File: src/hw/rtl/ramt_ram.sv
// Generic simple dual-port RAM with registered read.
`default_nettype none
module ramt_ram #(
  parameter int WIDTH = 8,
  parameter int DEPTH = 16
) (
  input  wire logic                     clk_i,
  input  wire logic                     we_i,
  input  wire logic [$clog2(DEPTH)-1:0] waddr_i,
  input  wire logic [WIDTH-1:0]         wdata_i,
  input  wire logic [$clog2(DEPTH)-1:0] raddr_i,
  output logic      [WIDTH-1:0]         rdata_o
);

  logic [WIDTH-1:0] mem [DEPTH];

  always_ff @(posedge clk_i) begin
    if (we_i) begin
      mem[waddr_i] <= wdata_i;
    end
    rdata_o <= mem[raddr_i];
  end

endmodule
`default_nettype wire

File: config.mk
export PLATFORM = sky130hd
export DESIGN_NAME = ramt_ram
export DESIGN_NICKNAME = d
export VERILOG_FILES = /design/src/hw/rtl/ramt_ram.sv
export SDC_FILE = /design/constraint.sdc
export NUM_CORES = 1
export LEC_CHECK = 0
export ABC_AREA = 1
export ABC_CLOCK_PERIOD_IN_PS = 3700
export BUFFER_PORTS_ARGS = -buffer_cell sky130_fd_sc_hd__buf_2
export CORE_MARGIN = 2
export CORE_UTILIZATION = 40
export CTS_CLUSTER_DIAMETER = 100
export CTS_CLUSTER_SIZE = 25
export DETAILED_ROUTE_END_ITERATION = 10
export PLACE_DENSITY = 0.59
export SLEW_MARGIN = 0
export SYNTH_ARGS = -nofsm -noshare
export SYNTH_HDL_FRONTEND = slang
export SYNTH_SLANG_ARGS = --single-unit
export TNS_END_PERCENT = 50
File: constraint.sdc
create_clock -name clk_i -period 3.7 [get_ports clk_i]
set_clock_uncertainty 0.15 [all_clocks]
set_input_delay 0.185 -clock clk_i [delete_from_list [all_inputs] [get_ports clk_i]]
set_output_delay 0.185 -clock clk_i [all_outputs]
set_load 0.02 [all_outputs]
**Word level (Yosys, flattened, before mapping)**

Memory sizes are Yosys's and may differ from the RTL's. A register that Yosys moved wholly into a read port is not among the register bits.
Index checks and enable logic that the tools add are counted.

- ROM bits: 0
- Word-level logic and storage cells: 3
- Memories kept: 1
- Latch bits: 0
- RAM bits: 128
- Output and inout port bits: 8
- Input port bits: 18
- Register bits after elaboration: 0

- Multipliers: 0
- Magnitude comparators: 0
- Shifts and indexed selects: 0
- Multiplexer cells: 2
- Reductions and logical operators: 0
- Eq/ne operators: 0
- Bitwise operators: 0
- Add/subtract/negate cells: 0
- Div/mod/pow operators: 0

Memories:

| memory | words | width | read ports | clocked after Yosys merged registers in | wr ports | RTL line | text |
|---|---|---|---|---|---|---|---|
| mem | 16 | 8 | 1 | 1 | 1 | 15 | `logic [WIDTH-1:0] mem [DEPTH];` |

Operators by type and width:

| cell | number |
|---|---|
| 2-to-1 mux 1 bit | 2 |

**Logic depth before layout (Yosys ltp)**

Gate-level depths: netlist of run 1.

- Depth after elaboration: 2
- Depth in mapped cells: 8

**Worst setup path after synthesis of run 1**

No wires, ideal clock.

- Path type: input -> register
- Start point: input waddr_i[2]
- End point: memory mem[10][0], enable pin
- Path slack: 2,414 ps
- Library setup time: 370 ps
- Required time: 3,180 ps
- Data arrival time: 766 ps
- Path buffers: 0
- Cell stages on the path: 2
- Cells stage by stage: nand3b_1 nor2_1

RTL lines:

| item | RTL line | text |
|---|---|---|
| start, declared | 9 | `input wire logic [$clog2(DEPTH)-1:0] waddr_i,` |
| end, declared | 15 |  |

Straight into the memory's write port.

==> results of run 1 <==
[worst max path at each step]
stage                     from                    to  slack, ps  cells after the start
global route        raddr_i[1]    rdata_o[7]$_DFF_P_       1890                      6
floorplan           waddr_i[2]  mem[10][0]$_DFFE_PP_       2410                      2
CTS                 raddr_i[1]    rdata_o[3]$_DFF_P_       2050                      6
global placement    raddr_i[1]    rdata_o[3]$_DFF_P_       1600                      6
finish              raddr_i[1]    rdata_o[0]$_DFF_P_       2020                      6
detailed placement  raddr_i[1]    rdata_o[0]$_DFF_P_       1600                      6
[stage by stage]
stage                     cell area [µm²]  power (mW)  hold slack (ps)  setup WS [ps]  util [%]
after CTS                            6490        3.48             28.7           2050      46.4
after detailed placement             5960        1.98              417           1600      42.6
after global routing                 6490        3.56             39.3           1890      46.4
after floorplan                      5770        1.90              134           2410         -
after global placement               5960        1.98              413           1600      42.6
final                                6490        3.45             30.7           2020      46.4
[power by group through the flow]
stage                     Sequential, mW  Combinational [mW]  Clock, mW
after global placement              1.77               0.210          0
after detailed placement            1.77               0.211          0
final                               1.74               0.210       1.51
after floorplan                     1.78               0.122          0
after CTS                           1.74               0.212       1.53
after global routing                1.74               0.236       1.59
[layer usage]
layer,routed length [µm],part of all wire (%),track usage (%),up-vias
li1,-,-,-,1819
met1,5600,43,24.6,1760
met2,6310,48,29.4,109
met3,729,5.6,4.30,23
met4,374,2.9,9.34,0
met5,0,0,0,-
[cell families after synthesis]
logic type | count (synthesis) | share of synthesized area [%]
flops | 136 | 69.4
simple gates | 289 | 21.0
buf+inv | 126 | 9.52
[cell type report]
cell class / instances / area (µm²)
Inverter: 102 / 383
Clock buffer: 20 / 437
Fill cell: 1323 / 7500
Multi-Input combinational cell: 289 / 1210
Sequential cell: 136 / 4000
Timing Repair Buffer: 27 / 143
Tap cell: 180 / 225
Clock inverter: 12 / 85.1
[state kept, by name (all words and copies together), names as in the netlist]
| signal | cells |
|---|---|
| mem | 128 |
| rdata_o | 8 |
[cell usage after synthesis, drive strengths merged]
| cell | number |
|---|---|
| buf | 24 |
| dfxtp | 8 |
| edfxtp | 128 |
| inv | 102 |
| nand2 | 173 |
| nand3 | 97 |
| nand3b | 2 |
| nor2 | 17 |
==> flow_summary.yaml, run 1 <==
routing:
  antenna_left: 0
  drt_wl_total_mm: 13.0
  wl_per_cell_um: 17.0
  vias: 3711
  drtPass1Iterations: 4
  drc: 0
  drt-initial-drc-count: 304
  avgViaCountPerCell: 4.84
cells_and_area:
  antenna_cells: 0
  final_cell_mix: "nand2_1, edfxtp_1, inv_1, nand3_1, buf_2"
  drive_above_1_share_pct: 9.22
  layoutNonFillerInstCount: 766
  final_common_cell: "nand2_1"
  nNetsFinal: 591
  synthToLayoutAreaGrowth_pct: 12.5
min_path:
  hold-path-cell-count: 1
  worstHoldEndpoint: "mem[11][6]$_DFFE_PP_"
  min_from: "wdata_i[6]"
  min-delay-path-class: "in -> reg"
critical_path:
  max_stage_delay_ps: 570
  reg2reg_from: "mem[0][0]$_DFFE_PP_"
  critPathLaunchType: "input pin"
  r2r_cells: 6
  worstPathRequired_ps: 3860
  path_class: "in -> reg"
  end_kind: "flip-flop"
  r2r-end: "rdata_o[0]$_DFF_P_"
  crit_fanout: 33
  path_buf_inv: 2
  crit_top_cell: "nand3_1"
  worstPathCellList: "buf_2 > inv_2 > nand3_1 > nand3_1 > nand3_1 > nand2_1"
  crit_arrival_ps: 1840
  rrSetupSlack_ps: 2490
  cp_slowest_cell: "buf_2"
  cp_top_family: "buffers and inverters"
synth:
  syn-cell-area_mm2: 0.00577
  syn_inst: 551
  netlist_top_cells_area: "edfxtp_1, nand2_1, nand3_1, inv_1, dfxtp_1"
  ys_warn_count: 0
  yosysTopAreaCell: "edfxtp_1"
  yosysTopAreaCellShare_pct: 66.7
  ys_types: 12
  synth.yosys.seq_area_share_pct: 69.4
  avgSynthCellArea_um2: 10.5
  synth_nets: 569
  synth_seq_cells: 136
clock_tree:
  clock-sinks: 136
  clk_path_buf_depth: 2
  cts_tree: "done"
  htree_levels: 4
  hold_buffers: 1
  cts_root_buf: "clkbuf_16"
  cts_buffers: 17
  clock_latency_ps: 420
  cts_setup_buffers: 0
  cts_resized: 0
  path_clk_slew_ps: 60
sta:
  rsz0062_at_grt: "no"
  tns_ps: 0
  slew_headroom_pct: 22.4
  worst_pin_slew_ps: 1160
  period_minus_slack_ps: 1680
  slew_viol_final: 0
  hold_viol: 0
  timing.final.crit_share_pct: 45.4
  fmax_mhz: 595
  final-setup-viol-count: 0
run:
  cap_violations: 0
placement:
  io_buffers: 25
  routabilityCongestion: 0.803
  dp_cells: 733
  dp_hpwl_mm: 7.63
grt:
  track_usage_pct: 18.8
  grt_max_degree: 65
  grt_pass1_vias: 3599
  grt_pass1_wl_mm: 20.3
  antenna_found_initial: 0
  grt-ovfl-total: 0
floorplanning:
  die_area_mm2: 0.0154
  dieHeight_um: 124
  die_w_um: 124
  top_level_ports: 26
  rows: 43
  coreArea_mm2: 0.0140
  floorplan.initialDensity_pct: 41.2
power_and_ir_drop:
  ir_worst_vdd_mv: 0.283
  seqPwrFrac_pct: 50.3
  internal_power_mw: 2.68
  leakage_nw: 2.79
  powerDensity_mw_per_mm2: 532
  switchingPower_uw: 767
  pwr-share-clk_pct: 43.6
  switching_share_pct: 22.2
  combPwrFrac_pct: 6.1
outcome:
  status: "complete, no violations"
No activity file was read; power rests on OpenSTA's default activity.
==> run 2: changes to the inputs <==
- ABC_CLOCK_PERIOD_IN_PS: 3700 -> 1500
- PLACE_DENSITY: 0.59 -> 0.61
- clock period: 3.7 -> 1.5 ns (I/O delays scaled with it)
==> run 2 against run 1 <==
Against the previous run:
- count of clock-buffer cells in the layout grew 3
- non-clock buffer count rose by 36
- combinational power rose to 2.8 times the previous value
- highest routed layer unchanged
- critical path depth is 1 lower
- clock power grew 140%
- largest power group unchanged
- critical path type unchanged
- design area increased by 4.9%
- power increased by 150%
- sequential power grew 150%
==> flow_summary.yaml, run 2 (synthesized netlist as in run 1, its figures left out) <==
placement:
  dp_hpwl_mm: 8.63
  io_buffers: 25
  routabilityCongestion: 0.849
min_path:
  hold-path-cell-count: 4
  min_from: "waddr_i[3]"
  min-delay-path-class: "in -> reg"
  worstHoldEndpoint: "mem[0][5]$_DFFE_PP_"
critical_path:
  worstPathRequired_ps: 1480
  r2r-end: "rdata_o[7]$_DFF_P_"
  path_class: "in -> reg"
  cp_slowest_cell: "dlygate4sd3_1"
  rrSetupSlack_ps: 320
  end_kind: "flip-flop"
  crit_arrival_ps: 1340
  worstPathCellList: "dlygate4sd3_1 > buf_2 > nand3_1 > nor2_1 > buf_4"
  crit_fanout: 8
  max_stage_delay_ps: 520
  r2r_cells: 6
  reg2reg_from: "mem[5][7]$_DFFE_PP_"
  critPathLaunchType: "input pin"
grt:
  grt_max_degree: 38
  grt_pass1_wl_mm: 21.1
  grt_pass1_vias: 3908
  track_usage_pct: 19.5
  grt-ovfl-total: 0
  antenna_found_initial: 0
floorplanning:
  rows: 43
  dieHeight_um: 124
  coreArea_mm2: 0.0140
  floorplan.initialDensity_pct: 41.2
  top_level_ports: 26
  die_area_mm2: 0.0154
  die_w_um: 124
clock_tree:
  clock-sinks: 136
  path_clk_slew_ps: 50
  clock_latency_ps: 420
  htree_levels: 4
  clk_path_buf_depth: 2
  cts_root_buf: "clkbuf_16"
  cts_tree: "done"
  cts_resized: 0
  cts_setup_buffers: 0
  cts_buffers: 17
sta:
  final-setup-viol-count: 0
  slew_headroom_pct: 73.4
  hold_viol: 0
  fmax_mhz: 731
  period_minus_slack_ps: 1370
  slew_viol_final: 0
  worst_pin_slew_ps: 399
  rsz0062_at_grt: "no"
  tns_ps: 0
  timing.final.crit_share_pct: 91.2
power_and_ir_drop:
  combPwrFrac_pct: 6.8
  powerDensity_mw_per_mm2: 1250
  switchingPower_mw: 1.92
  internal_power_mw: 6.60
  seqPwrFrac_pct: 50.2
  switching_share_pct: 22.5
  power_mw: 8.52
  pwr-share-clk_pct: 43.0
  ir_worst_vdd_mv: 0.635
  leakage_nw: 2.96
cells_and_area:
  final_common_cell: "nand2_1"
  final_cell_mix: "nand2_1, edfxtp_1, inv_1, nand3_1, buf_4"
  drive_above_1_share_pct: 13.0
  n_fill_cell: 1295
  antenna_cells: 0
  top_regs: "mem (128), rdata_o (8)"
  nNetsFinal: 627
  regMostFlops: "mem"
  largest_register_ffs: 128
  synthToLayoutAreaGrowth_pct: 18.0
routing:
  wl_per_cell_um: 17.0
  drc: 0
  avgViaCountPerCell: 4.85
  drt-initial-drc-count: 293
  drt_wl_total_mm: 13.6
  vias: 3888
  antenna_left: 0
  drtPass1Iterations: 5
run:
  cap_violations: 0
outcome:
  status: "complete, no violations"
## run 2: worst max-delay path by stage
stage | from | slack (ps) | depth (start not counted) | endpoint
2_1_floorplan | waddr_i[2] | 320 | 2 | mem[10][0]$_DFFE_PP_
3_3_place_gp | raddr_i[1] | 170 | 7 | rdata_o[5]$_DFF_P_
3_5_place_dp | raddr_i[1] | 180 | 7 | rdata_o[5]$_DFF_P_
4_1_cts | we_i | 140 | 5 | mem[12][4]$_DFFE_PP_
5_1_grt | we_i | 80 | 5 | mem[12][4]$_DFFE_PP_
6_report | we_i | 130 | 5 | mem[12][4]$_DFFE_PP_
## run 2: worst max-delay path: cells and delay by family
kind	cells	cell delay, ps
buffers and inverters	3	870
and+or+nand+nor	2	390
## run 2: timing repair
action / 4_1_cts / 5_1_grt
endpoints found under the hold margin: 138 / 0
hold buffers: 10 / 0
endpoints found under the setup margin: 0 / 0
## run 2: per-stage QoR
step / cells / hold WS [ps] / instance area, µm² / utilization [%] / setup WS [ps]
final: 802 / 21.7 / 6810 / 48.6 / 131
after global routing: 802 / 57.7 / 6810 / 48.6 / 84.7
after CTS: 802 / 2.03 / 6810 / 48.6 / 138
after detailed placement: 760 / 308 / 6190 / 44.2 / 178
after global placement: 760 / 295 / 6190 / 44.2 / 172
after floorplan: 551 / 23.9 / 5770 / - / 324
## run 2: cell type report
cell class	instances	area, µm²	share of cell area [%]
Timing Repair Buffer	63	460	6.77
Multi-Input combinational cell	289	1210	17.8
Clock buffer	23	468	6.88
Clock inverter	9	51.3	0.754
Sequential cell	136	4000	58.8
Tap cell	180	225	3.31
Inverter	102	383	5.63
## run 2: metal layers
| layer | vias up | part of all wire, % | track usage (%) |
|---|---|---|---|
| li1 | 1887 | - | - |
| met1 | 1870 | 41 | 23.9 |
| met2 | 106 | 51 | 32.1 |
| met3 | 25 | 5.1 | 4.40 |
| met4 | 0 | 2.4 | 10.5 |
| met5 | - | 0 | 0 |
## run 2: power by group through the flow
stage	combinational [mW]	sequential [mW]	clock, mW
3_5_place_dp	0.564	4.36	0
6_report	0.580	4.28	3.66
4_1_cts	0.587	4.28	3.73
3_3_place_gp	0.557	4.36	0
5_1_grt	0.642	4.29	3.87
2_1_floorplan	0.300	4.38	0
==> run 3: changes to the inputs <==
- ABC_CLOCK_PERIOD_IN_PS: 1500 -> 1400
- PLACE_DENSITY: 0.61 -> 0.59
- RECOVER_POWER: default -> 50
- clock period: 1.5 -> 1.4 ns (I/O delays scaled with it)
==> run 3 against run 2 <==
Against the previous run:
- sequential share of layout area fell by 0.39 points
- critical path type unchanged
- setup slack lost 6.2 ps
- highest routed layer unchanged
- critical path depth is 2 higher
- combinational power is 6.4% higher
==> flow_summary.yaml, run 3 (synthesized netlist as in run 1, its figures left out) <==
outcome:
  status: "complete, no violations"
sta:
  period_minus_slack_ps: 1270
  hold_viol: 0
  tns_ps: 0
  timing.final.crit_share_pct: 91.1
  final-setup-viol-count: 0
  slew_viol_final: 0
  rsz0062_at_grt: "no"
  finalWorstSetupSlack_ps: 125
  slew_headroom_pct: 50.7
  hold_ws_ps: 13.1
  worst_pin_slew_ps: 739
  fmax_mhz: 784
power_and_ir_drop:
  switching_share_pct: 20.9
  powerDensity_mw_per_mm2: 1410
  combPwrFrac_pct: 6.4
  internal_power_mw: 7.63
  leakage_nw: 2.93
  ir_worst_vdd_mv: 0.859
  power_mw: 9.64
  seqPwrFrac_pct: 47.6
  pwr-share-clk_pct: 46.0
  switchingPower_mw: 2.01
min_path:
  hold-path-cell-count: 5
  worstHoldEndpoint: "rdata_o[3]$_DFF_P_"
  min-delay-path-class: "in -> reg"
  min_from: "raddr_i[1]"
critical_path:
  end_kind: "flip-flop"
  r2r-end: "rdata_o[0]$_DFF_P_"
  worstPathCellList: "dlygate4sd3_1 > buf_2 > inv_1 > buf_6 > nand3_1 > nand3_1 > nand2_1"
  path_buf_inv: 4
  cp_top_family: "buffers and inverters"
  crit_top_cell: "nand3_1"
  path_class: "in -> reg"
  r2r_cells: 6
  worstPathRequired_ps: 1560
  max_stage_delay_ps: 530
  crit_fanout: 16
  crit_arrival_ps: 1430
  reg2reg_from: "mem[9][0]$_DFFE_PP_"
  cp_slowest_cell: "dlygate4sd3_1"
  rrSetupSlack_ps: 240
  critPathLaunchType: "input pin"
floorplanning:
  rows: 43
  dieHeight_um: 124
  die_area_mm2: 0.0154
  coreArea_mm2: 0.0140
  die_w_um: 124
  floorplan.initialDensity_pct: 41.2
  top_level_ports: 26
cells_and_area:
  post-route-cell-area_mm2: 0.00685
  antenna_cells: 0
  regArea_mm2: 0.00400
  final_cell_mix: "nand2_1, edfxtp_1, inv_1, nand3_1, clkbuf_1"
  synthToLayoutAreaGrowth_pct: 18.8
  utilization_pct: 49.0
  layoutNonFillerInstCount: 803
  drive_above_1_share_pct: 9.95
  largest_register_ffs: 128
  final_common_cell: "nand2_1"
  n_fill_cell: 1290
  multi_input_area_mm2: 0.00121
  nNetsFinal: 628
  top_regs: "mem (128), rdata_o (8)"
  regMostFlops: "mem"
grt:
  track_usage_pct: 19.0
  antenna_found_initial: 0
  grt_pass1_wl_mm: 20.7
  grt_max_degree: 33
  grt-ovfl-total: 0
  grt_pass1_vias: 3802
clock_tree:
  clock-sinks: 136
  path_clk_slew_ps: 60
  htree_levels: 4
  cts_tree: "done"
  cts_setup_buffers: 0
  cts_root_buf: "clkbuf_16"
  clk_path_buf_depth: 2
  clock_latency_ps: 420
  cts_buffers: 17
routing:
  vias: 3877
  drt-initial-drc-count: 301
  drtPass1Iterations: 4
  drt_wl_total_mm: 13.0
  avgViaCountPerCell: 4.83
  drc: 0
  wl_per_cell_um: 16.2
  antenna_left: 0
placement:
  dp_cells: 761
  routabilityCongestion: 0.857
  place_ws_ps: 74.8
  place_area_mm2: 0.00622
  dp_hpwl_mm: 8.26
  io_buffers: 25
run:
  cap_violations: 0
-- run 3: changes by cell type in the layout (fill, tap and decap cells not counted), sizes merged --
cell	delta
bufinv	+3
clkbuf	+21
buf	-20
clkinv	-3
-- run 3: worst max-delay path by stage --
stage	startpoint	end	slack, ps	cells after the start
detailed placement	raddr_i[0]	rdata_o[1]$_DFF_P_	70	8
global route	raddr_i[2]	rdata_o[2]$_DFF_P_	40	7
CTS	raddr_i[2]	rdata_o[4]$_DFF_P_	100	7
floorplan	waddr_i[2]	mem[10][0]$_DFFE_PP_	230	2
finish	raddr_i[2]	rdata_o[4]$_DFF_P_	130	7
global placement	raddr_i[0]	rdata_o[4]$_DFF_P_	110	7
-- run 3: timing repair --
item / CTS / global route
resized for setup: 0 / 1
hold buffers: 10 / 0
endpoints found under the hold margin: 136 / 0
endpoints found under the setup margin: 0 / 1
-- run 3: final cells by class --
cell class                      instances  area share (%)
Multi-Input combinational cell        289            17.7
Sequential cell                       136            58.4
Timing Repair Buffer                   64            6.32
Clock inverter                          9            1.81
Tap cell                              180            3.29
Clock buffer                           23            6.83
Inverter                              102            5.59
-- run 3: power groups by stage --
stage / Clock [mW] / Sequential [mW] / Combinational, mW
CTS: 4.50 / 4.59 / 0.633
global placement: 0 / 4.67 / 0.602
global route: 4.69 / 4.60 / 0.693
detailed placement: 0 / 4.67 / 0.608
finish: 4.43 / 4.59 / 0.617
floorplan: 0 / 4.69 / 0.321
-- run 3: worst min-delay path, stage by stage --
cell     delay, ps
buf_2          170
nand3_1        100
nand3_1         70
nand3_1         80
nand2_1         50
-- run 3: layer usage --
layer	global-route usage [%]	routed length [µm]
met1	25.2	5780
met2	29.7	6340
met3	4.62	628
met4	8.71	255
met5	0	0
